### src/rtl/ir_shutter_pulse_sequencer_defines.svh
// assertion macros for the shutter pulse sequencer
`ifndef IR_SHUTTER_PULSE_SEQUENCER_DEFINES_SVH
`define IR_SHUTTER_PULSE_SEQUENCER_DEFINES_SVH

`ifndef ASSERT_OFF

// same-cycle implication
`define ASSERT_IMPL(name, clk_sig, rst_n_sig, ante, cons) \
	name: assert property (@(posedge clk_sig) disable iff (!rst_n_sig) (ante) |-> (cons)) \
	else $error("irsps assertion failed");

// next-cycle implication
`define ASSERT_NEXT(name, clk_sig, rst_n_sig, ante, cons) \
	name: assert property (@(posedge clk_sig) disable iff (!rst_n_sig) (ante) |=> (cons)) \
	else $error("irsps assertion failed");

`else

`define ASSERT_IMPL(name, clk_sig, rst_n_sig, ante, cons)
`define ASSERT_NEXT(name, clk_sig, rst_n_sig, ante, cons)

`endif

`endif

### src/rtl/irsps_pkg.sv
package irsps_pkg;

	localparam int PATTERN_SEGMENTS_DEF = 8;
	localparam int IDX_W                = 4;

	localparam int S_TDATA_W  = 24;
	localparam int M_TDATA_W  = 8;
	localparam int CFG_DATA_W = 16;

	localparam int SEG_LEN_CNT = 7;
	localparam int CARRIER_DIV = 26;
	localparam logic [15:0] GAP_MS       = 16'd63;
	localparam logic [15:0] PREGAP_TICKS = 16'd20;

	localparam logic [15:0] SEG_LEN [SEG_LEN_CNT] = '{
		16'd2000, 16'd27830, 16'd400, 16'd1580, 16'd400, 16'd3580, 16'd400
	};

	// pattern lengths in whole carrier periods
	localparam logic [15:0] SEG_PERIODS [SEG_LEN_CNT] = '{
		16'(SEG_LEN[0] / CARRIER_DIV), 16'(SEG_LEN[1] / CARRIER_DIV),
		16'(SEG_LEN[2] / CARRIER_DIV), 16'(SEG_LEN[3] / CARRIER_DIV),
		16'(SEG_LEN[4] / CARRIER_DIV), 16'(SEG_LEN[5] / CARRIER_DIV),
		16'(SEG_LEN[6] / CARRIER_DIV)
	};

	localparam logic [7:0]  RST_CARRIER_HALF = 8'd13;
	localparam logic [15:0] RST_TICKS_PER_MS = 16'd1000;
	localparam logic [3:0]  RST_BURST_REPS   = 4'd2;
	localparam logic [7:0]  RST_PREFLASH_MS  = 8'd20;

	typedef enum logic [1:0] {
		CFG_CARRIER_HALF = 2'd0,
		CFG_TICKS_PER_MS = 2'd1,
		CFG_BURST_REPS   = 2'd2,
		CFG_PREFLASH_MS  = 2'd3
	} cfg_idx_t;

	typedef enum logic [2:0] {
		REQ_SHOOT   = 3'd0,
		REQ_SILENT  = 3'd1,
		REQ_IR_ON   = 3'd2,
		REQ_RED_ON  = 3'd3,
		REQ_BLINK   = 3'd4,
		REQ_OFF     = 3'd5,
		REQ_RESET   = 3'd6,
		REQ_UNUSED  = 3'd7
	} req_t;

	typedef enum logic [4:0] {
		MODE_IDLE     = 5'b00001,
		MODE_PREFLASH = 5'b00010,
		MODE_PREGAP   = 5'b00100,
		MODE_BURST    = 5'b01000,
		MODE_BLINK    = 5'b10000
	} mode_t;

	typedef struct packed {
		logic [15:0] blink_ms;
		req_t        request;
		logic        action;
	} item_t;

	typedef struct packed {
		logic [7:0]  carrier_half_ticks;
		logic [15:0] ticks_per_ms;
		logic [3:0]  burst_repeats;
		logic [7:0]  preflash_ms;
	} cfg_t;

	typedef struct packed {
		logic busy_res;
		logic red_led;
		logic ir_led;
	} result_t;

	typedef struct packed {
		logic busy;
		logic counters_clear;
	} status_t;

	// index into the seven-entry pattern, for indexes below 16
	function automatic logic [2:0] seg_mod7(input logic [IDX_W-1:0] idx);
		logic [IDX_W-1:0] r;
		begin
			if (idx >= IDX_W'(14))
				r = idx - IDX_W'(14);
			else if (idx >= IDX_W'(7))
				r = idx - IDX_W'(7);
			else
				r = idx;
			return r[2:0];
		end
	endfunction

	function automatic logic [15:0] seg_periods(input logic [IDX_W-1:0] idx);
		return SEG_PERIODS[seg_mod7(idx)];
	endfunction

	function automatic logic seg_is_mark(input logic [IDX_W-1:0] idx);
		logic [2:0] m;
		begin
			m = seg_mod7(idx);
			return ~m[0];
		end
	endfunction

endpackage

### src/rtl/irsps_core.sv
module irsps_core #(
	parameter int PATTERN_SEGMENTS = irsps_pkg::PATTERN_SEGMENTS_DEF
) (
	input  logic               clk,
	input  logic               arst_n,
	input  logic               step,
	input  irsps_pkg::item_t   item,
	input  irsps_pkg::cfg_t    cfg,
	output irsps_pkg::result_t res,
	output irsps_pkg::status_t status
);
	import irsps_pkg::*;

	localparam int SEG_W = $clog2(PATTERN_SEGMENTS);
	localparam logic [SEG_W-1:0] LAST_SEG = SEG_W'(PATTERN_SEGMENTS - 1);
	localparam logic [SEG_W:0]   SEG_END  = (SEG_W + 1)'(PATTERN_SEGMENTS);

	mode_t            mode_q, mode_n;
	logic [SEG_W-1:0] seg_q, seg_n;
	logic [3:0]       rep_q, rep_n;
	logic [15:0]      sub_q, sub_n;
	logic [15:0]      per_q, per_n;
	logic             ir_q, ir_n;
	logic             red_q, red_n;

	logic [7:0]       half;
	logic [15:0]      ms;
	logic             seg_gap;
	logic             seg_mark;
	logic [15:0]      unit;
	logic [16:0]      sub_inc;
	logic [SEG_W:0]   seg_inc;
	logic [3:0]       rep_inc;
	logic [15:0]      per_dec;
	logic [15:0]      first_periods;
	logic [15:0]      next_periods;
	logic             go_pregap, go_burst, go_idle;

	// zero carrier-half and ticks-per-ms values behave as one
	assign half = (cfg.carrier_half_ticks == 8'd0) ? 8'd1 : cfg.carrier_half_ticks;
	assign ms   = (cfg.ticks_per_ms == 16'd0) ? 16'd1 : cfg.ticks_per_ms;

	assign seg_gap  = (seg_q == LAST_SEG);
	assign seg_mark = !seg_gap && seg_is_mark(IDX_W'(seg_q));

	always_comb begin
		case (mode_q)
			MODE_PREGAP: unit = 16'd1;
			MODE_BURST:  unit = seg_gap ? ms : {7'd0, half, 1'b0};
			default:     unit = ms;
		endcase
	end

	assign sub_inc       = {1'b0, sub_q} + 17'd1;
	assign seg_inc       = {1'b0, seg_q} + (SEG_W + 1)'(1);
	assign rep_inc       = rep_q + 4'd1;
	assign per_dec       = (per_q != 16'd0) ? per_q - 16'd1 : 16'd0;
	assign first_periods = seg_periods(IDX_W'(0));
	assign next_periods  = (seg_inc[SEG_W-1:0] == LAST_SEG) ? GAP_MS
	                       : seg_periods(IDX_W'(seg_inc[SEG_W-1:0]));

	always_comb begin
		mode_n    = mode_q;
		seg_n     = seg_q;
		rep_n     = rep_q;
		sub_n     = sub_q;
		per_n     = per_q;
		ir_n      = ir_q;
		red_n     = red_q;
		go_pregap = 1'b0;
		go_burst  = 1'b0;
		go_idle   = 1'b0;
		res.ir_led   = ir_q;
		res.red_led  = red_q;
		res.busy_res = (mode_q != MODE_IDLE);

		if (!item.action) begin
			// levels during this tick, then advance
			if (mode_q == MODE_BURST && seg_mark)
				res.ir_led = (sub_q < {8'd0, half});
			if (mode_q != MODE_IDLE) begin
				if (sub_inc < {1'b0, unit}) begin
					sub_n = sub_inc[15:0];
				end else begin
					sub_n = 16'd0;
					per_n = per_dec;
					if (per_dec == 16'd0) begin
						case (mode_q)
							MODE_PREFLASH: go_pregap = 1'b1;
							MODE_PREGAP:   go_burst  = 1'b1;
							MODE_BLINK:    go_idle   = 1'b1;
							MODE_BURST: begin
								if (seg_inc >= SEG_END) begin
									seg_n = '0;
									rep_n = rep_inc;
									if (rep_inc >= cfg.burst_repeats)
										go_idle = 1'b1;
									else
										per_n = first_periods;
								end else begin
									seg_n = seg_inc[SEG_W-1:0];
									per_n = next_periods;
								end
							end
							default: ;
						endcase
					end
				end
			end
		end else if (mode_q == MODE_IDLE) begin
			case (item.request)
				REQ_SHOOT: begin
					red_n = 1'b1;
					if (cfg.preflash_ms == 8'd0) begin
						go_pregap = 1'b1;
					end else begin
						mode_n = MODE_PREFLASH;
						sub_n  = 16'd0;
						per_n  = {8'd0, cfg.preflash_ms};
					end
				end
				REQ_SILENT: go_burst = 1'b1;
				REQ_IR_ON:  ir_n = 1'b1;
				REQ_RED_ON: red_n = 1'b1;
				REQ_BLINK: begin
					red_n = 1'b1;
					if (item.blink_ms == 16'd0) begin
						go_idle = 1'b1;
					end else begin
						mode_n = MODE_BLINK;
						sub_n  = 16'd0;
						per_n  = item.blink_ms;
					end
				end
				REQ_OFF: begin
					ir_n  = 1'b0;
					red_n = 1'b0;
				end
				REQ_RESET: go_idle = 1'b1;
				default: ;
			endcase
		end

		if (go_pregap) begin
			ir_n   = 1'b0;
			red_n  = 1'b0;
			mode_n = MODE_PREGAP;
			sub_n  = 16'd0;
			per_n  = PREGAP_TICKS;
		end

		if (go_burst) begin
			ir_n  = 1'b0;
			red_n = 1'b0;
			if (cfg.burst_repeats == 4'd0) begin
				go_idle = 1'b1;
			end else begin
				mode_n = MODE_BURST;
				seg_n  = '0;
				rep_n  = 4'd0;
				sub_n  = 16'd0;
				per_n  = first_periods;
			end
		end

		if (go_idle) begin
			mode_n = MODE_IDLE;
			ir_n   = 1'b0;
			red_n  = 1'b0;
			seg_n  = '0;
			rep_n  = 4'd0;
			sub_n  = 16'd0;
			per_n  = 16'd0;
		end

		// commands report the levels after they take effect
		if (item.action) begin
			res.ir_led   = ir_n;
			res.red_led  = red_n;
			res.busy_res = (mode_n != MODE_IDLE);
		end
	end

	always_ff @(posedge clk or negedge arst_n) begin
		if (!arst_n) begin
			mode_q <= MODE_IDLE;
			seg_q  <= '0;
			rep_q  <= 4'd0;
			sub_q  <= 16'd0;
			per_q  <= 16'd0;
			ir_q   <= 1'b0;
			red_q  <= 1'b0;
		end else if (step) begin
			mode_q <= mode_n;
			seg_q  <= seg_n;
			rep_q  <= rep_n;
			sub_q  <= sub_n;
			per_q  <= per_n;
			ir_q   <= ir_n;
			red_q  <= red_n;
		end
	end

	assign status.busy           = (mode_q != MODE_IDLE);
	assign status.counters_clear = (seg_q == '0) && (rep_q == 4'd0) &&
	                               (sub_q == 16'd0) && (per_q == 16'd0);

endmodule

### src/rtl/ir_shutter_pulse_sequencer.sv
// channel   | group       | width | contents
// ----------+-------------+-------+--------------------------------------------
// in        | s_axis_*    | 24+1  | tuser: action; tdata: request, blink_ms
// out       | m_axis_*    | 8     | tdata: ir_led, red_led, busy_res
// config    | cfg_*       | 2+16  | index and data, written on cfg_we
//
// one item per cycle sustained while the output is not stalled; an accepted item is
// held in the input register and its result is then registered in the output register
// the sequencer state updates in the same cycle the result is registered
// arst_n clears the valid flags and sequencer state and loads the register defaults; no clearing pass
// a stalled output holds both stages; input is still taken while stage one is free
`include "ir_shutter_pulse_sequencer_defines.svh"

module ir_shutter_pulse_sequencer #(
	parameter int PATTERN_SEGMENTS = irsps_pkg::PATTERN_SEGMENTS_DEF
) (
	input  logic                             clk,
	input  logic                             arst_n,
	input  logic                             s_axis_tvalid,
	output logic                             s_axis_tready,
	input  logic [irsps_pkg::S_TDATA_W-1:0]  s_axis_tdata,   // request[2:0], blink_ms[18:3]
	input  logic                             s_axis_tuser,   // action
	output logic                             m_axis_tvalid,
	input  logic                             m_axis_tready,
	output logic [irsps_pkg::M_TDATA_W-1:0]  m_axis_tdata,   // ir_led, red_led, busy_res
	input  logic                             cfg_we,
	input  irsps_pkg::cfg_idx_t              cfg_index,
	input  logic [irsps_pkg::CFG_DATA_W-1:0] cfg_data
);
	import irsps_pkg::*;

	cfg_t    cfg_q;
	item_t   item_s1;
	logic    valid_s1;
	result_t res_s2;
	logic    valid_s2;
	result_t core_res;
	status_t core_status;
	logic    advance;
	logic    step;

	always_ff @(posedge clk or negedge arst_n) begin
		if (!arst_n) begin
			cfg_q.carrier_half_ticks <= RST_CARRIER_HALF;
			cfg_q.ticks_per_ms       <= RST_TICKS_PER_MS;
			cfg_q.burst_repeats      <= RST_BURST_REPS;
			cfg_q.preflash_ms        <= RST_PREFLASH_MS;
		end else if (cfg_we) begin
			case (cfg_index)
				CFG_CARRIER_HALF: cfg_q.carrier_half_ticks <= cfg_data[7:0];
				CFG_TICKS_PER_MS: cfg_q.ticks_per_ms       <= cfg_data;
				CFG_BURST_REPS:   cfg_q.burst_repeats      <= cfg_data[3:0];
				CFG_PREFLASH_MS:  cfg_q.preflash_ms        <= cfg_data[7:0];
				default: ;
			endcase
		end
	end

	// output stage moves when empty or its transfer completes
	assign advance       = !valid_s2 || m_axis_tready;
	assign s_axis_tready = !valid_s1 || advance;
	assign step          = valid_s1 && advance;

	always_ff @(posedge clk or negedge arst_n) begin
		if (!arst_n) begin
			valid_s1 <= 1'b0;
			valid_s2 <= 1'b0;
		end else begin
			if (s_axis_tready)
				valid_s1 <= s_axis_tvalid;
			if (advance)
				valid_s2 <= valid_s1;
		end
	end

	always_ff @(posedge clk) begin
		if (s_axis_tvalid && s_axis_tready) begin
			item_s1.action   <= s_axis_tuser;
			item_s1.request  <= req_t'(s_axis_tdata[2:0]);
			item_s1.blink_ms <= s_axis_tdata[18:3];
		end
		if (step)
			res_s2 <= core_res;
	end

	irsps_core #(
		.PATTERN_SEGMENTS(PATTERN_SEGMENTS)
	) u_core (
		.clk    (clk),
		.arst_n (arst_n),
		.step   (step),
		.item   (item_s1),
		.cfg    (cfg_q),
		.res    (core_res),
		.status (core_status)
	);

	assign m_axis_tvalid = valid_s2;
	assign m_axis_tdata  = {5'd0, res_s2.busy_res, res_s2.red_led, res_s2.ir_led};

	`ASSERT_NEXT(a_s1_hold, clk, arst_n, valid_s1 && !advance, valid_s1 && $stable(item_s1))
	`ASSERT_NEXT(a_s2_load, clk, arst_n, advance, valid_s2 == $past(valid_s1))
	`ASSERT_IMPL(a_idle_clear, clk, arst_n, !core_status.busy, core_status.counters_clear)

endmodule
### config.mk
export PLATFORM = sky130hd
export DESIGN_NAME = ir_shutter_pulse_sequencer
export DESIGN_NICKNAME = d
export VERILOG_FILES = /design/src/rtl/irsps_pkg.sv /design/src/rtl/irsps_core.sv /design/src/rtl/ir_shutter_pulse_sequencer.sv
export VERILOG_INCLUDE_DIRS = /design/src /design/src/rtl
export SDC_FILE = /design/constraint.sdc
export NUM_CORES = 1
export LEC_CHECK = 0
export CORE_MARGIN = 4
export CORE_UTILIZATION = 60
export DETAILED_ROUTE_END_ITERATION = 6
export DONT_BUFFER_PORTS = 1
export GPL_ROUTABILITY_DRIVEN = 0
export PLACE_DENSITY = 0.75
export REMOVE_ABC_BUFFERS = 1
export SYNTH_ARGS = -nofsm -noshare
export SYNTH_HDL_FRONTEND = slang
export SYNTH_HIERARCHICAL = 1
export SYNTH_SLANG_ARGS = --single-unit
export TNS_END_PERCENT = 20
### constraint.sdc
create_clock -name clk -period 12.6 [get_ports clk]
set_clock_uncertainty 0.05 [all_clocks]
set_input_delay 0.63 -clock clk [delete_from_list [all_inputs] [get_ports clk]]
set_output_delay 0.63 -clock clk [all_outputs]
set_load 0.005 [all_outputs]
After elaboration in Yosys (flattened, before gate mapping)
Memories as Yosys holds them, arrays and structs flattened.
Cells that the tools add are included.
- output and inout bits: 10
- latch bits: 0
- bits in writable memories: 0
- bits in read-only memories: 128
- flip-flop bits (word level): 107
- memories kept: 1
- order comparisons: 9
- shift operators: 0
- bitwise logic cells: 2
- multiply operators: 0
- reductions and logical operators: 23
- eq/ne operators: 18
- multiplexer cells: 106
- add/sub/neg operators: 8
- div/mod/pow operators: 0
- memory list (memory ; depth ; bits a word ; read ports ; clocked after Yosys merged registers in ; write ports ; line ; RTL):
    (no name shown) ; 8 ; 16 ; 1 ; 0 ; 0 ; irsps_pkg.sv:97 ; return SEG_PERIODS[seg_mod7(idx)];
- operators by type and width (operator ; count):
    16-bit two-way mux ; 30
    16-bit case mux with 2 select lines ; 3
    16-bit logical NOT ; 3
    5-bit two-way mux ; 8
    1-bit two-way mux ; 38
    3-bit two-way mux ; 12
    4-bit two-way mux ; 9
    16-bit by 1-bit adder with 17-bit output, second input constant ; 1
    17-bit by 16-bit < comparator with 1-bit output ; 1
    8-bit logical NOT ; 2
    16-bit by 8-bit < comparator with 1-bit output ; 1
    16-bit nonzero test ; 1
    16-bit by 1-bit subtractor with 16-bit output, second input constant ; 1
    3-bit == test, second input constant ; 5
    5-bit by 1-bit != test with 1-bit output, second input constant ; 2
    5-bit case mux with 2 select lines ; 1
    3-bit by 4-bit >= comparator with 1-bit output, second input constant ; 2
    4-bit >= comparator, second input constant ; 2
    8-bit two-way mux ; 1
    1-bit case mux with 2 select lines ; 4
    2-bit AND reduction ; 4
    3-bit by 2-bit == test with 1-bit output, second input constant ; 2
    3-bit >= comparator, second input constant ; 2
    3-bit subtractor, second input constant ; 2
    other kinds (21) ; 29

Longest topological paths before layout
Gate-level depths: netlist (run 1).
- word-level depth: 19
- gate-level depth with buffers: 20
- gate-level depth less buffers: 18

By module
Netlist (run 1), hierarchy kept.
- by module, submodules not included (module ; cells each ; times used ; sequential area each (um^2) ; area an instance (um^2)):
    irsps_core ; 706 ; 1 ; 1152.4 ; 5171.2
    ir_shutter_pulse_sequencer ; 114 ; 1 ; 1656.6 ; 2209.6

Worst setup path before layout (run 1)
Ideal clock, no wire load.
- kind: register -> register
- start: register u_core.sub_q[2]
- end: register res_s2, in the netlist m_axis_tdata[2] (data pin)
- setup time: 0.266 ns
- period minus slack after synthesis: 4.326 ns
- path buffers: 2
- arrival time: 4.010 ns
- stages on the path, launching flop included: 20
- slack: 8.274 ns
- cell sequence: dfrtp_1 -> buf_2 -> nand3_1 -> inv_1 -> nand3_1 -> nor2_1 -> nand2_1 -> nor2_1 -> and4_1 -> xor2_1 -> ha_1 -> nand3_1 -> or4_1 -> nor4_2 -> o21ai_1 -> o31ai_1 -> buf_2 -> a21oi_1 -> nor4b_1 -> a21oi_1
- RTL lines (element ; line ; RTL):
    from (decl) ; irsps_core.sv:21 ; logic [15:0] sub_q, sub_n;
    from (signal assigned) ; irsps_core.sv:197 ; sub_q <= sub_n;
    to (signal assigned) ; ir_shutter_pulse_sequencer.sv:83 ; res_s2 <= core_res;
    to (decl) ; ir_shutter_pulse_sequencer.sv:35 ; result_t res_s2;

Worst setup path after layout (run 1)
- start: register u_core.mode_q[2]
- end: register u_core.per_q[5]
- word-level cells in the longest chain between the ends: 10
- elaborated cells between the ends (all ways): 38
- those cells by class: order compare: 1; eq/ne: 6; mux: 31
- ends and longest elaborated chain (element ; line ; RTL):
    from (decl) ; irsps_core.sv:18 ; mode_t mode_q, mode_n;
    from (signal assigned) ; irsps_core.sv:194 ; mode_q <= mode_n;
    5-bit by 4-bit == test with 1-bit output (tied with other cells) ; irsps_core.sv:47, irsps_core.sv:88 ;
    16-bit case mux with 2 select lines (tied with other cells) ; irsps_core.sv:47 ; case (mode_q)
    17-bit by 16-bit < comparator with 1-bit output (tied with other cells) ; irsps_core.sv:82 ; if (sub_inc < {1'b0, unit}) begin
    16-bit two-way mux or 1-bit two-way mux (tied branches) ; irsps_core.sv:82 ;
    16-bit two-way mux or 1-bit two-way mux (tied branches) ; irsps_core.sv:81 ; if (mode_q != MODE_IDLE) begin
    16-bit two-way mux or 1-bit two-way mux (tied branches) ; irsps_core.sv:77 ; if (!item.action) begin
    16-bit two-way mux ; irsps_core.sv:144 ; if (go_pregap) begin
    16-bit two-way mux ; irsps_core.sv:155 ; if (cfg.burst_repeats == 4'd0) begin
    16-bit two-way mux ; irsps_core.sv:152 ; if (go_burst) begin
    16-bit two-way mux (*) ; irsps_core.sv:166 ; if (go_idle) begin
    to (signal assigned) ; irsps_core.sv:198 ; per_q <= per_n;
    to (decl) ; irsps_core.sv:22 ; logic [15:0] per_q, per_n;
Every way passes the cells marked *; elsewhere a longest branch is shown, timed or not.
A chain may end at the register's enable or synchronous reset.

==> summary by stage, run 1 <==
Outcome
The flow ran to the end, and the final reports show no timing, DRC or antenna violations.

Power and ir drop
The part of the total power dissipated in combinational logic is 30.1%. The cell leakage power is 3.225 nW. The share of total power dissipated in the clock network is 25.8%.

The worst-case IR drop observed on VDD is 83.23 µV. The total internal power is 0.0007076 W. The cell area power density is 147.6 mW/mm². The fraction of power consumed by sequential logic is 44.1%. In this run the power spent charging and discharging nets is 0.0004275 W. Of the total power, the share spent switching nets is 37.66%.

Global route
The number of global-route vias before repair was 5943. The global routing usage summed across all routing layers is 28.06%. Entering global routing, the biggest net connects 72 pins.

Summed over all layers, the global routing overflow is 0. The initial antenna violation count was 0. The first-pass GRT wire length is 31540 µm.

STA
The count of final max-slew check failures is 0. The number of setup violations in the final report is 0. Static timing analysis puts the maximum clock frequency at 184.1 MHz. At the pin with the least slew margin, the transition time is 1.110 ns.

Counting I/O delays and the setup requirement, the final critical path takes 5.431 ns. Measured against its own limit, the worst slew margin works out to 25.48%. The worst path uses 43.11% of the clock period. The number of endpoints with negative hold slack in the final report is 0. Setup repair after global routing left no endpoint under its margin. The accumulated negative setup slack is 0 ns. The least setup slack across all paths after layout is 7.169 ns.

Die
The die is 118.6 µm wide. The floorplan die area is 0.01407 mm². The total area inside the core boundary comes to 0.01201 mm².

In this run the vertical extent of the chip is 118.6 µm. The number of top-level design ports is 58. The initial cell density of the core is 61.14%. After floorplanning, the core was divided into 40 placement rows.

Detailed routing
For this block, the routed nets add up to 19640 µm of wire. Detailed routing inserted a total of 6433 vias. The count of unresolved DRC violations after routing is 0. In the final routed layout, each cell accounts on average for 20.93 µm. The first routing iteration left 783 violations. The detail route stage leaves a number of antenna-violating nets equal to 0. After detailed routing, the number of vias per cell comes to 6.858. The pre-antenna-repair detailed-routing pass consisted of 7 iterations.

Critical path
In this run the worst path has a maximum fanout of 14. The worst setup path is of the reg2reg kind. The kind of capture point of the worst setup path is a register. The required arrival time at the worst endpoint is 12.79 ns.

STA classifies the critical path startpoint as a register. The worst endpoint data arrival time is 5.62 ns.

Hold path
The worst hold path belongs to the class in2async.

Clock network
The TritonCTS clock tree is done. The count of instances resized after the clock tree is built is 0. Buffers inserted during clock tree synthesis total 9. The number of H-tree levels is 3. The clock insertion delay at the later pin of the skew report is 0.36 ns.

The cell at the root of the clock tree is sky130_fd_sc_hd__clkbuf_16. The sink count of the clock tree is 107. Clock-pin slew was measured on the worst setup and hold paths at 0.08 ns. No sink is reached through more buffers than the 2 on the longest clock path.

Placement
The number of placed instances with taps included is 921. Port buffering added 0 buffers. The half-perimeter wire length after placement is 14160 µm. The area of placed instances is 0.007351 mm².

The worst slack at placement is 7.335 ns.

Cells and area
The number of diodes added for antenna fixing is 0. Summing all non-filler instances in the final layout gives an area of 0.007692 mm². At the end of the flow, the number of nets in the layout was 871. Leaving out filler cells and counting taps, the final layout contains 938. Compared with the post-synthesis result, the final layout area differs by 4.754%. The fraction of layout instances using a drive strength above 1 is 11.63%.

Flow run
The count of max-cap constraint violations is 0.

Synthesis
The total standard cell area after synthesis is 0.007343 mm². Yosys printed 6 warnings. Dividing the synthesized area by the synthesized cell count gives 9.010 µm². The cell count after synthesis came out at 815.
==> critical path: stages (launching register included) <==
cell                        delay (ns)
sky130_fd_sc_hd__dfrtp_1          0.47
sky130_fd_sc_hd__nor3_1           0.37
sky130_fd_sc_hd__nand2_1          0.19
sky130_fd_sc_hd__nor2_1           0.43
sky130_fd_sc_hd__nor2_1           0.29
sky130_fd_sc_hd__o2bb2a_1         0.33
sky130_fd_sc_hd__ha_1             0.26
sky130_fd_sc_hd__a211oi_1         0.22
sky130_fd_sc_hd__a211oi_1         0.11
sky130_fd_sc_hd__a2111oi_0        0.52
sky130_fd_sc_hd__o21ai_1          0.25
sky130_fd_sc_hd__o21ai_1          0.88
sky130_fd_sc_hd__o21ai_0          0.30
sky130_fd_sc_hd__a221o_1          0.37
sky130_fd_sc_hd__a31oi_1          0.20
sky130_fd_sc_hd__a211oi_1         0.07
==> metal layers <==
metal | vias to the layer above | wire (µm) | track usage [%]
met1 | 3080 | 8114 | 38.12
met5 | - | 0 | 0
met4 | 0 | 628 | 10.28
li1 | 2963 | - | -
met2 | 334 | 8995 | 43.09
met3 | 56 | 1897 | 7.608
==> registers in the layout, indices dropped and copies added (netlist names), 3 cells and up <==
signal,count
u_core/rep_q,4
cfg_q,36
u_core/per_q,16
u_core/seg_q,3
u_core/sub_q,16
u_core/mode_q,5
item_s1,20
m_axis_tdata,3
==> power groups by stage <==
stage / clock, W / combinational, W / sequential [W]
floorplan: 0 / 0.000251 / 0.000476
global placement: 0 / 0.000312 / 0.000499
detailed placement: 0 / 0.000325 / 0.000503
CTS: 0.000298 / 0.000334 / 0.000496
global route: 0.000315 / 0.000377 / 0.000508
finish: 0.000293 / 0.000342 / 0.000500
==> through the flow <==
step | hold slack (ns) | total power (W) | util, %
2_1_floorplan | 0.2844 | 0.0007264 | -
3_3_place_gp | 0.2881 | 0.0008116 | 61.20
3_5_place_dp | 0.2877 | 0.0008282 | 61.20
4_1_cts | 0.05102 | 0.001129 | 64.04
5_1_grt | 0.03938 | 0.001200 | 64.04
6_report | 0.06162 | 0.001135 | 64.04
==> cells in the final DEF (no fill, tap or decap), drive strengths merged, types with 6 or more instances in the layout <==
master and instances:
o2bb2ai 9, nor4 20, a22o 7, xor2 8, a21o 10, a31oi 14
dfstp 13, xnor2 11, nand2b 9, nor3 23, buf 7, clkbuf 10
nand3b 6, inv 39, mux2 37, nor2 62, or4 7, a211oi 7
or3 8, edfxtp 23, ha 37, o21ai 74, a211o 7, nand4 14
o31ai 7, nand2 87, dfrtp 71, nand3 24, o21a 7, mux2i 8
a21oi 38
==> what timing repair did <==
action,CTS,global route
hold endpoints to repair,71,0
hold buffers,1,0
setup buffers,0,0
setup endpoints to repair,0,0
==> worst paths after layout <==
path	from	end	slack [ns]	depth (start not counted)
setup reg to reg	u_core/mode_q[2]	u_core/per_q[5]	7.17	15
min in group clk	s_axis_tdata[2]	item_s1[3]	0.31	0
hold reg to reg	valid_s1	m_axis_tvalid	0.45	1
hold / removal	arst_n	cfg_q[21]	0.06	0
max in group asynchronous	arst_n	cfg_q[6]	12.08	1
setup / recovery	u_core/mode_q[2]	u_core/per_q[5]	7.17	15
==> cell type report <==
cell class / instances / area [µm²]
fillers: 1015 / 4319
clock buffers: 10 / 250.2
repair buffers: 7 / 72.57
well taps: 147 / 183.9
inverters: 36 / 135.1
clock inverters: 6 / 63.81
flip-flops and latches: 107 / 2809
multi-input cells: 625 / 4178
Note: power is estimated with default switching activity, not from simulation.
==> inputs of run 2 (changes only) <==
- ABC_AREA: default -> 1
- clock period: 12.6 -> 5.4 ns (I/O delays scaled with it)
==> summary by stage, run 2 <==
Global route
The number of global-route vias before repair was 7022. In the global route stage, overall resource usage came out at 29.95%. The first global-routing pass estimated 35150 µm of wire. The overflow left after global routing is 0. The maximum number of pins on one net before global-route repair is 85. The initial antenna violation count is 0.

Critical path
The setup check on the worst reg-to-reg path leaves a slack of 0.58 ns. Along the worst path, the maximum fanout reaches 19. STA puts the critical path data arrival time at 5.04 ns. The endpoint of the most critical setup path is u_core/sub_q[14]. The origin of the critical flop-to-flop path is u_core/seg_q[1]. The endpoint identified for the worst register-to-register timing path is u_core/sub_q[14]. The required arrival time at the worst endpoint is 5.63 ns. The worst setup path is captured at a register. STA classifies the critical path startpoint as a register.

In this run the worst setup path begins at u_core/seg_q[1]. The number of cells traversed by the worst register-to-register path is 23. The worst setup path is of the reg2reg kind.

STA
Setup total negative slack on the finished layout was measured at 0 ns. The number of endpoints with negative hold slack in the final report is 0. Based on the critical path, the design can be clocked at up to 207.6 MHz. Setup repair after global routing left no endpoint under its margin. In the finished design, the share of the clock period the worst path needs comes to 89.22%. The tightest slew margin relative to the limit is 47.34%. The worst path in the final design needs a cycle of 4.818 ns, including I/O delays and setup.

Setup violations remaining at the end of the flow were counted as 0. The slew at the pin with the worst max-slew slack is 0.7891 ns. The count of final max-slew check failures was 0.

Cells and area
Counting the fill cells in the layout gives 1142. Leaving out fill and tap cells, the most frequent cell in the layout is sky130_fd_sc_hd__nand2_1. From synthesis to final layout, the design area changed by 11.29%. The fraction of layout instances using a drive strength above 1 is 7.951%. The number of diodes added for antenna fixing is 0.

The largest registers in the layout are cfg_q (36), item_s1 (20). After routing the design area is 0.008757 mm². The register with the most flip-flops in the layout has 36 of them. The register with the most flip-flops is cfg_q. Across the whole layout, storage elements account for 0.002809 mm². After the last flow step, the layout net total stands at 1212. The library cells used most frequently in the layout, excluding fill and tap cells, are 271 x sky130_fd_sc_hd__nand2_1, 132 x sky130_fd_sc_hd__inv_1, 104 x sky130_fd_sc_hd__nor2_1. The multi-input gate area in the final layout is 0.004353 mm².

Die
The die boundary width is 122.5 µm. In this run the standard cell core region covers 0.01272 mm². The vertical die dimension is 122.5 µm.

After floorplanning, the core was divided into 41 placement rows. The die covers 0.01501 mm². The number of top-level design ports is 58. The initial cell density of the core is 61.85%.

Flow run
Across the run, the number of max-cap violations was 0.

Hold path
The worst hold path depth is 2. The worst hold path belongs to the class in2reg.

Detailed routing
The count of routing violations after the opening detailed-route iteration is 906. The overall routed net length is 21510 µm. Using the TritonRoute via totals, the vias-per-cell ratio works out to 5.871. For this run, design rule violations remaining after detail routing come to 0. The routed length per instance is 16.49 µm. Detailed routing inserted a total of 7656 vias. The number of iterations in the first detailed-routing pass is 5.

In this run the remaining antenna-violating nets after routing total 0.

Synthesis
The total standard cell area after synthesis is 0.007869 mm². The number of warnings issued by yosys is 6. In the synthesized netlist, the number of instances is 1091. The average cell area after synthesis is 7.212 µm².

Power and ir drop
The analysis attributes to net switching a power of 0.001336 W. The share of total power dissipated in sequential elements is 38.1%. Dividing total power by cell area gives a power density of 351.3 mW/mm². In this run the static leakage power is 4.184 nW. The clock network fraction of total power is 21.3%. In this run, the combinational gates consume 40.5% of the power. VDD sags by at most 265.0 µV. Of the total power, the share spent switching nets is 43.43%. The total internal power is 0.001740 W.

Clock network
The clock passes through at most 2 buffers. Hold repair after CTS inserted 49 buffers. Counting the buffers created by CTS gives 9. At the later pin of the worst-skew pair, clock insertion delay measures 0.37 ns. After clock tree synthesis, the repair step resized 0 gates.

Buffers added to address setup during post-CTS repair amount to 0. The sink count of the clock tree is 107. The number of H-tree levels is 3.

TritonCTS built the clock tree. The cell at the root of the clock tree is sky130_fd_sc_hd__clkbuf_16. Clock-pin slew was measured on the worst setup and hold paths at 0.07 ns.

Placement
Detailed placement finished with a half-perimeter wire length of 15170 µm. Input and output buffers added on the ports amount to 0. In this run the cell area measured after placement is 0.007931 mm².

Outcome
The flow ran to the end, and the final reports show no timing, DRC or antenna violations.
## run 2: worst min-delay path by stage
stage | slack, ns | start | end
4_1_cts | 0.0005 | cfg_data[2] | cfg_q[14]
6_report | 0.005 | cfg_data[2] | cfg_q[10]
2_1_floorplan | -0.08 | arst_n | cfg_q[0]
3_5_place_dp | -0.07 | arst_n | cfg_q[26]
5_1_grt | 0.002 | cfg_data[3] | cfg_q[3]
3_3_place_gp | -0.07 | arst_n | cfg_q[26]
## run 2: layout make-up
cell class,instances,share of cell area (%)
Multi-Input combinational cell,813,49.71
Sequential cell,107,32.08
Timing Repair Buffer,55,6.401
Inverter,141,6.072
Clock buffer,11,2.772
Tap cell,172,2.457
Clock inverter,5,0.5144
## run 2: worst max-delay path: stages, from the launching register on
cell and delay (ns):
sky130_fd_sc_hd__dfrtp_1 0.48, sky130_fd_sc_hd__ha_1 0.20, sky130_fd_sc_hd__ha_1 0.21, sky130_fd_sc_hd__inv_1 0.05
sky130_fd_sc_hd__nand2_1 0.08, sky130_fd_sc_hd__inv_1 0.12, sky130_fd_sc_hd__nor2_1 0.53, sky130_fd_sc_hd__inv_1 0.21
sky130_fd_sc_hd__o21ai_0 0.12, sky130_fd_sc_hd__o21ai_0 0.11, sky130_fd_sc_hd__ha_1 0.30, sky130_fd_sc_hd__nand2_1 0.09
sky130_fd_sc_hd__nor2_1 0.05, sky130_fd_sc_hd__nor3_1 0.16, sky130_fd_sc_hd__a21oi_1 0.09, sky130_fd_sc_hd__nor2_1 0.24
sky130_fd_sc_hd__nand2_2 0.18, sky130_fd_sc_hd__nand2_4 0.27, sky130_fd_sc_hd__o21ai_1 0.16, sky130_fd_sc_hd__nor2_1 0.30
sky130_fd_sc_hd__nand2_1 0.14, sky130_fd_sc_hd__nor2_2 0.32, sky130_fd_sc_hd__o211ai_1 0.14, sky130_fd_sc_hd__o21ai_0 0.10
## run 2: power by group through the flow
stage	registers, W	clock network [W]	logic, W
after global routing	0.00119	0.000704	0.00141
after CTS	0.00117	0.000667	0.00122
after floorplan	0.00111	0	0.000930
final	0.00117	0.000657	0.00125
after detailed placement	0.00118	0	0.00117
after global placement	0.00118	0	0.00114
## run 2: per-layer routing
layer / up-vias / track usage [%] / share of wire [%]
met2: 347 / 45.83 / 44
met4: 0 / 9.867 / 3.1
met5: - / 0 / 0
li1: 3712 / - / -
met1: 3538 / 42.20 / 44
met3: 59 / 6.866 / 8.4
## run 2: through the flow
| stage | setup slack, ns | utilization, % | hold WS [ns] | total power [W] | std cells |
|---|---|---|---|---|---|
| 2_1_floorplan | 1.622 | - | -0.07559 | 0.002044 | 1061 |
| 3_3_place_gp | 0.8389 | 62.34 | -0.07355 | 0.002319 | 1236 |
| 3_5_place_dp | 0.7005 | 62.34 | -0.07318 | 0.002344 | 1236 |
| 4_1_cts | 0.6655 | 68.60 | 0.0004969 | 0.003053 | 1301 |
| 5_1_grt | 0.01158 | 68.83 | 0.001860 | 0.003306 | 1304 |
| 6_report | 0.5823 | 68.83 | 0.005465 | 0.003077 | 1304 |
==> inputs of run 3 (changes only) <==
--- a/config.mk
+++ b/config.mk
@@ -8,10 +8,12 @@
 export LEC_CHECK = 0
 export ABC_AREA = 1
+export CELL_PAD_IN_SITES_DETAIL_PLACEMENT = 0
+export CELL_PAD_IN_SITES_GLOBAL_PLACEMENT = 1
 export CORE_MARGIN = 4
-export CORE_UTILIZATION = 60
+export CORE_UTILIZATION = 48
 export DETAILED_ROUTE_END_ITERATION = 6
 export DONT_BUFFER_PORTS = 1
 export GPL_ROUTABILITY_DRIVEN = 0
-export PLACE_DENSITY = 0.75
+export PLACE_DENSITY = 0.81
 export REMOVE_ABC_BUFFERS = 1
 export SYNTH_ARGS = -nofsm -noshare
==> constraint.sdc (replaced) <==
create_clock -name clk -period 5.4 [get_ports clk]
set_clock_uncertainty 0.05 [all_clocks]
set_input_delay 0.27 -clock clk [delete_from_list [all_inputs] [get_ports clk]]
set_output_delay 0.27 -clock clk [all_outputs]
set_load 0.1 [all_outputs]
==> summary by stage, run 3 (synthesis gave the netlist of run 2 again) <==
Critical path
The cell count along the critical path is 20. Data on the critical path is required at its endpoint by 5.64 ns. The delay of the slowest cell on the worst path is 0.52 ns. The cell type with the highest occurrence count on the critical path is sky130_fd_sc_hd__nand2_1. The critical path contains buffers and inverters numbering 2 combined. The kind of capture point of the worst setup path is a register. The kind of cell with the highest combined delay on the critical path is simple AND/OR/NAND/NOR gates. The kind of start point of the critical path is a register. Along the worst path, the maximum fanout reaches 19. The critical path start-end classification is reg2reg. Data arrives at the worst endpoint at 4.83 ns. Traced cell by cell, the critical path runs through inv_1 -> nand2_1 -> nor4_2 -> inv_1 -> a21oi_1 -> o21ai_0 -> ha_1 -> nand2_1 -> nor2_1 -> nor3_1 -> a21oi_1 -> nor2_1 -> nand2_2 -> nand2_4 -> nor2_1 -> nor2_2 -> nand2_1 -> nor3_4 -> nand2_1 -> o21ai_1. The slack of the worst reg-to-reg path is 0.81 ns. The worst register-to-register path has a depth of 20.

The cell with the biggest individual delay on the critical path is sky130_fd_sc_hd__nor3_4.

STA
The number of endpoints with negative hold slack in the final report is 0. In the finished design, the share of the clock period the worst path needs comes to 84.98%. The count of final max-slew check failures is 0. Setup violations remaining at the end of the flow were counted as 0. For this run, the top clock speed supported by timing is 217.9 MHz. The accumulated negative setup slack is 0 ns. The slew at the pin with the worst max-slew slack is 1.010 ns. Hold is met by 0.01428 ns. The worst path meets setup with 0.8110 ns of slack. The tightest slew margin relative to the limit is 32.67%.

Setup repair after global routing left no endpoint under its margin. Subtracting the final worst setup slack from the clock period gives 4.589 ns.

Flow run
The tool flagged a number of max-cap violations equal to 0.

Cells and area
The register with the most flip-flops in the final layout is cfg_q. Cells fill 55.18% of the core in the end. In the layout the commonest cells are 271 x sky130_fd_sc_hd__nand2_1, 132 x sky130_fd_sc_hd__inv_1, 104 x sky130_fd_sc_hd__nor2_1. Leaving out fill and tap cells, the most frequent cell in the layout is sky130_fd_sc_hd__nand2_1. The final net count is 1211. The largest registers in the layout are cfg_q (36), item_s1 (20). The repair_antennas step left the layout with diodes totalling 0. The area growth from synthesis to layout is 12.20%. The number of flip-flops under the largest register name is 36. In the final layout, the share of cells above drive strength 1 is 8.223%.

Clock network
The total CTS buffers is 9. The number of H-tree levels is 3. The cell at the root of the clock tree is sky130_fd_sc_hd__clkbuf_16. The clock insertion delay at the later pin of the skew report is 0.37 ns. The TritonCTS clock tree is done. The clock-pin transition on the worst setup and hold timing paths is 0.09 ns. Clock tree synthesis found a total of 107 sinks. Post-CTS repair changed the size of 0 cells. Counting along the longest clock path gives a buffer depth of 2.

Power and ir drop
Internal power comes to 0.001745 W. The fraction of power consumed by sequential logic is 37.6%. Of the total power, the clock network draws 22.2%. The fraction of power spent switching nets is 45.32%.

The peak supply drop is 210.4 µV. Summed over all nets, the switching power comes to 0.001446 W. Dividing total power by cell area gives a power density of 361.5 mW/mm².

The cell leakage power is 4.202 nW. The share of total power dissipated in combinational logic is 40.2%.

Die
The initial cell density of the core is 49.18%. The die is 136.0 µm wide. After floorplanning, the core was sized to cover 0.01600 mm². The number of top-level design ports is 58.

The floorplan die area is 0.01851 mm². The vertical die dimension is 136.0 µm. In this run the core area contains 46 standard-cell rows.

Placement
The half-perimeter wire length after placement is 16690 µm. The number of port buffers is 0. Before CTS, the worst setup slack after placement is 0.8726 ns.

Hold path
The worst hold path passes through 2 cells. The tightest min-delay check is of the in2reg type.

Global route
The initial antenna violation count is 0. The first global-routing pass estimated 37040 µm of wire. The maximum number of pins on one net before global-route repair is 85. The number of global-route vias before repair is 6770. Global routing finished with a remaining overflow of 0. Global routing used 25.76% of the available tracks.

Detailed routing
The first routing iteration left 645 violations. The detail route stage leaves a number of antenna-violating nets equal to 0. The routed length per instance is 17.17 µm. The first detailed-routing pass ran for 5 iterations. The total via count after detailed routing is 7450. After detailed routing, the number of vias per cell comes to 5.531. For this run, design rule violations remaining after detail routing come to 0. The overall routed net length is 23120 µm.

Outcome
The flow ran to the end, and the final reports show no timing, DRC or antenna violations.
==> run 3: changes by cell type in the layout (fill, tap and decap cells not counted), sizes merged <==
cell and delta:
clkinvlp -1, buf +2, clkinv +3, clkbuf -2
dlygate4sd3 -3
==> run 3: metrics by stage <==
step	total power (W)	instances	instance area (µm²)
4_1_cts	0.003190	1347	8828
2_1_floorplan	0.002084	1061	7682
3_3_place_gp	0.002406	1282	8001
3_5_place_dp	0.002421	1282	8001
5_1_grt	0.003430	1347	8828
6_report	0.003192	1347	8828
==> run 3: worst reg2reg max path: stages, from the launching register on <==
cell and delay [ns]:
sky130_fd_sc_hd__dfrtp_1 0.42, sky130_fd_sc_hd__inv_1 0.10, sky130_fd_sc_hd__nand2_1 0.10, sky130_fd_sc_hd__nor4_2 0.40, sky130_fd_sc_hd__inv_1 0.30, sky130_fd_sc_hd__a21oi_1 0.38, sky130_fd_sc_hd__o21ai_0 0.19, sky130_fd_sc_hd__ha_1 0.32
sky130_fd_sc_hd__nand2_1 0.10, sky130_fd_sc_hd__nor2_1 0.05, sky130_fd_sc_hd__nor3_1 0.12, sky130_fd_sc_hd__a21oi_1 0.08, sky130_fd_sc_hd__nor2_1 0.23, sky130_fd_sc_hd__nand2_2 0.18, sky130_fd_sc_hd__nand2_4 0.27, sky130_fd_sc_hd__nor2_1 0.11
sky130_fd_sc_hd__nor2_2 0.21, sky130_fd_sc_hd__nand2_1 0.15, sky130_fd_sc_hd__nor3_4 0.52, sky130_fd_sc_hd__nand2_1 0.12, sky130_fd_sc_hd__o21ai_1 0.10
==> run 3: worst paths after layout <==
kind | to | from
max reg2reg | u_core/per_q[15] | u_core/mode_q[1]
min | cfg_q[26] | cfg_data[14]
max in group asynchronous | cfg_q[2] | arst_n
max | u_core/per_q[15] | u_core/mode_q[1]
min in group asynchronous | u_core/per_q[10] | arst_n
min reg2reg | cfg_q[17] | cfg_q[17]
==> run 3: per-layer routing <==
layer / routed length, µm / vias to the layer above / GRT usage [%]
li1: - / 3713 / -
met1: 11370 / 3505 / 40.03
met2: 10090 / 207 / 37.42
met3: 1147 / 25 / 2.998
met4: 511 / 0 / 7.727
met5: 0 / - / 0
==> run 3: power by group through the flow <==
stage	logic [W]	clock network [W]	registers [W]
2_1_floorplan	0.000950	0	0.00113
3_3_place_gp	0.00119	0	0.00121
3_5_place_dp	0.00121	0	0.00121
4_1_cts	0.00127	0.000727	0.00119
5_1_grt	0.00145	0.000755	0.00122
6_report	0.00128	0.000708	0.00120
==> run 3: area by class of cell <==
class                           instances  area, µm²
Timing Repair Buffer                   54      545.5
Multi-Input combinational cell        813       4353
Tap cell                              216      270.3
Fill cell                            1663       7172
Sequential cell                       107       2809
Inverter                              141      531.8
Clock buffer                            9      225.2
Clock inverter                          7      93.84
==> run 3: repair_timing <==
item | in CTS | in global routing
hold buffers | 49 | 0
buffers inserted | 0 | 0
endpoints found under the setup margin | 0 | 0
hold endpoints to repair | 138 | 0
